`src/rtl/fragment_reassembly_tracker_macros.svh`:
```
// Assertion macros shared by the tracker RTL.
// Depends on nothing; included by modules that assert.
`ifndef FRAGMENT_REASSEMBLY_TRACKER_MACROS_SVH
`define FRAGMENT_REASSEMBLY_TRACKER_MACROS_SVH
// implication checked each clock, off during reset
`define FRT_ASSERT_IMP(label, clk, rst, pre, post) \
  label: assert property (@(posedge clk) disable iff (rst) (pre) |-> (post)) \
    else $error("assertion failed");
// next-cycle implication
`define FRT_ASSERT_NEXT(label, clk, rst, pre, post) \
  label: assert property (@(posedge clk) disable iff (rst) (pre) |=> (post)) \
    else $error("assertion failed");
`endif

```
`src/rtl/frt_ram.sv`:
```
// Generic single-port-write, single-read RAM with registered read.
// No dependencies.
module frt_ram #(
  parameter int Width = 8,
  parameter int Depth = 16
) (
  input  logic                     clk,
  input  logic                     we,
  input  logic [$clog2(Depth)-1:0] waddr,
  input  logic [Width-1:0]         wdata,
  input  logic [$clog2(Depth)-1:0] raddr,
  output logic [Width-1:0]         rdata
);
  logic [Width-1:0] mem [Depth];

  always_ff @(posedge clk) begin
    if (we) begin
      mem[waddr] <= wdata;
    end
    rdata <= mem[raddr];
  end
endmodule

```
`config.mk`:
```
export PLATFORM = sky130hd
export DESIGN_NAME = frt_ram
export DESIGN_NICKNAME = d
export VERILOG_FILES = /design/src/rtl/fragment_reassembly_tracker_macros.svh /design/src/rtl/frt_ram.sv
export SDC_FILE = /design/constraint.sdc
export NUM_CORES = 1
export LEC_CHECK = 0
export BUFFER_PORTS_ARGS = -buffer_cell sky130_fd_sc_hd__clkbuf_2
export CORE_ASPECT_RATIO = 2
export CORE_MARGIN = 4
export CORE_UTILIZATION = 40
export DETAILED_ROUTE_END_ITERATION = 6
export HOLD_SLACK_MARGIN = 0.1
export PLACE_DENSITY = 0.62
export SKIP_LAST_GASP = 1
export SLEW_MARGIN = 15
export SYNTH_ARGS = -nofsm -noshare
export SYNTH_HDL_FRONTEND = slang
export SYNTH_SLANG_ARGS = --single-unit
export TNS_END_PERCENT = 50
```
`constraint.sdc`:
```
create_clock -name clk -period 1.5 [get_ports clk]
set_input_delay 0.15 -clock clk [delete_from_list [all_inputs] [get_ports clk]]
set_output_delay 0.15 -clock clk [all_outputs]
set_load 0.005 [all_outputs]
```
==> results.md <==
* Status: finished clean
* Multiplexer share of the synthesized area at 15.0%
* CTS sink count at 136
* Clock Tree Root: clkbuf_16
* Critical Path RT at 1.84 ns
* Startpoint type of the worst setup path: flip-flop
* Maximum VDD drop at 0.845 mV
* Netlist cell types at 19
* Worst stage delay on the critical path at 0.50 ns
* WP data arrival at 1.64 ns
* Final core utilization at 50.0%
* Post-Synth Adder-Cell Area at 0%
* DPL Wire Length at 6.90 mm
* Hold Path Class: input pin to flip-flop
* Clock skew at 0.0133 ns
* Vias/cell at 5.44
* GRT Total Usage at 14.9%
* Met3 wire len at 431 um
* Metal2 WL at 5.99 mm
* Pre-CTS setup slack at -0.0103 ns
* Max-Cap Viols at 0
* Highest routed layer: met4
* Largest net degree at the start of global routing at 19
* Post-Syn Area at 0.00515 mm2
* Reg2reg path depth at 3
* Clock buffer depth at 3
* H-Tree Depth at 4
* Detailed router's first-iteration violation count at 123
* Routed met1 length at 3.65 mm
* Layout cell share with drive strength beyond 1 at 33.0%
* Post-route ant nets at 0
* Slew HR at 75.5%
* RD Place Congestion at 0.765
* Compound-Gate Fraction of Synth Area at 2.33%
* # IOs at 26
* CP Launch Point: mem[6][2]
* Final hold violation count at 0
* Worst setup margin at 0.192 ns
* Initial antenna violation count at 0
* Detailed Routing Iterations Pass 1 at 4
* R2R Path Start: mem[6][2]
* Final min period at 1.31 ns
* Simple-gate share of the synthesized area at 3.18%
* Ys Warns at 0
* Main combinational cell family by area after synthesis: multiplexers
* Most common cell after layout, fill and taps aside: edfxtp_1
* Die X at 88.2 um
* First-pass GRT wire length at 15.6 mm
* Final setup fails at 0
* FILL cells at 1044
* PwrDens at 1450 mW/mm2
* Vias at 2464
* Cts hold-fix bufs at 0
* Unrepaired setup endpoints after global routing: no
* Avg Inst Size Synth at 22.5 um2
* LEAKAGE at 0.00219 uW
* Die height at 168 um
* Post-synthesis xor/xnor area fraction at 0%
* Commonest non-fill, non-tap cells in the layout: edfxtp_1 (128), clkbuf_16 (25), clkbuf_2 (25)
* Crit path max fanout at 1
* Worst-Skew Late Latency at 0.45 ns
* Num CTS Buffers at 25
* Tcrit/Tclk final at 87.2%
* Effective utilization at floorplan at 40.8%
* Slew Viols, Final at 0
* Post-CTS sizing at 0
* FF-to-FF setup slack at 0.19 ns
* Cell Chain, Critical Path: mux4_1 -> a22oi_1 -> nand2_1
* Register area share after synthesis at 77.8%
* Die ar. at 0.0149 mm2
* # Post-CTS Setup Buffers at 0
* RR Endpoint: rdata[2]
* WS Path Type: flip-flop to flip-flop
* PortBufs at 25
* Layout Nets at 317
* Clock slew at reported path FFs at 0.05 ns
* Site Rows at 58
* Cells after Synth at 229
* Mapped Nets at 247
* Number of synthesized register bits at 136
* Core Box Area at 0.0126 mm2
* DR WL/cell at 22.6 um
* # diodes at 0
* Area grow syn2layout at 22.6%
* Routed WL at 10.3 mm
* Worst setup path endpoint: rdata[2]
* Overflow after GRT at 0
* Critical path's slowest cell: mux4_1
* # DRC at 0
* Worst Setup End Kind: flip-flop
* CTS tree: yes
* Max Freq at 765 MHz
* Vias in the first global route at 2647
* Tightest Pin Transition at 0.368 ns
## how the worst min path moves through the flow
stage / from / end / cells past startpoint / slack [ns]
floorplan: wdata[0] / mem[0][0] / 0 / 0.25
global route: wdata[5] / mem[11][5] / 1 / 0.15
detailed placement: rdata[4] / rdata[4] / 1 / 0.52
finish: wdata[5] / mem[11][5] / 1 / 0.12
global placement: rdata[4] / rdata[4] / 1 / 0.53
CTS: wdata[5] / mem[11][5] / 1 / 0.11
## cells in the mapped netlist
library cell | number | area (um2)
nand3b_1 | 2 | 15.0
nand2b_1 | 2 | 12.5
nor2_1 | 13 | 48.8
mux4_1 | 14 | 368
buf_2 | 3 | 15.0
buf_4 | 1 | 7.51
or3b_2 | 1 | 8.76
nor2b_1 | 1 | 6.26
buf_6 | 3 | 33.8
edfxtp_1 | 128 | 3840
nor3_1 | 4 | 20.0
nand3_1 | 1 | 5.00
mux4_2 | 18 | 405
and2_1 | 1 | 6.26
clkdlybuf4s25_2 | 3 | 30.0
a22oi_1 | 16 | 120
nand2_1 | 9 | 33.8
dfxtp_1 | 8 | 160
and2b_1 | 1 | 7.51
## power breakdown
part           switching (uW)  internal [uW]  total [uW]
Sequential               25.3           4260        4280
Combinational             221            191         412
Clock                    1470           3000        4470
Total                    1720           7440        9160
## kinds of logic (layout without fill, tap and decap cells)
group / after synthesis / after routing
muxes: 32 / 32
AOI/OAI and AO/OA: 16 / 16
buffers and inverters: 10 / 84
and+or+nand+nor: 35 / 35
DFF: 136 / 136
## area by class of cell
type                            instances  area, um2  area share [%]
Clock buffer                           29        651            10.3
Clock inverter                          2       8.76           0.139
Multi-Input combinational cell         83       1060            16.8
Sequential cell                       136       4000            63.4
Tap cell                              150        188            2.97
Timing Repair Buffer                   53        398            6.30
## registers in the layout, summed over array words and instances, names as in the netlist
register and count:
mem 128, rdata 8
## layer usage
metal | track usage [%] | vias to the layer above
li1 | - | 1104
met1 | 16.3 | 1270
met2 | 26.9 | 75
met3 | 3.82 | 15
met4 | 5.66 | 0
met5 | 0 | -
## metrics by stage
| stage | power [uW] | cell area, um2 | cells | hold slack, ns | setup TNS (ns) |
|---|---|---|---|---|---|
| 6_report | 9160 | 6310 | 453 | 0.124 | 0 |
| 5_1_grt | 9500 | 6310 | 453 | 0.147 | 0 |
| 4_1_cts | 9270 | 6310 | 453 | 0.111 | 0 |
| 3_5_place_dp | 4780 | 5650 | 422 | 0.523 | -0.0171 |
| 3_3_place_gp | 4770 | 5650 | 422 | 0.525 | -0.0492 |
| 2_1_floorplan | 4560 | 5150 | 229 | 0.249 | 0 |
## critical path, delay by kind of cell (launching register included)
kind | cells | cell delay (ns)
multiplexers | 1 | 0.50
AND/OR/NAND/NOR | 1 | 0.08
flip-flops | 1 | 0.42
AO/OA/AOI/OAI | 1 | 0.19
(Power assumes the default switching activity.)
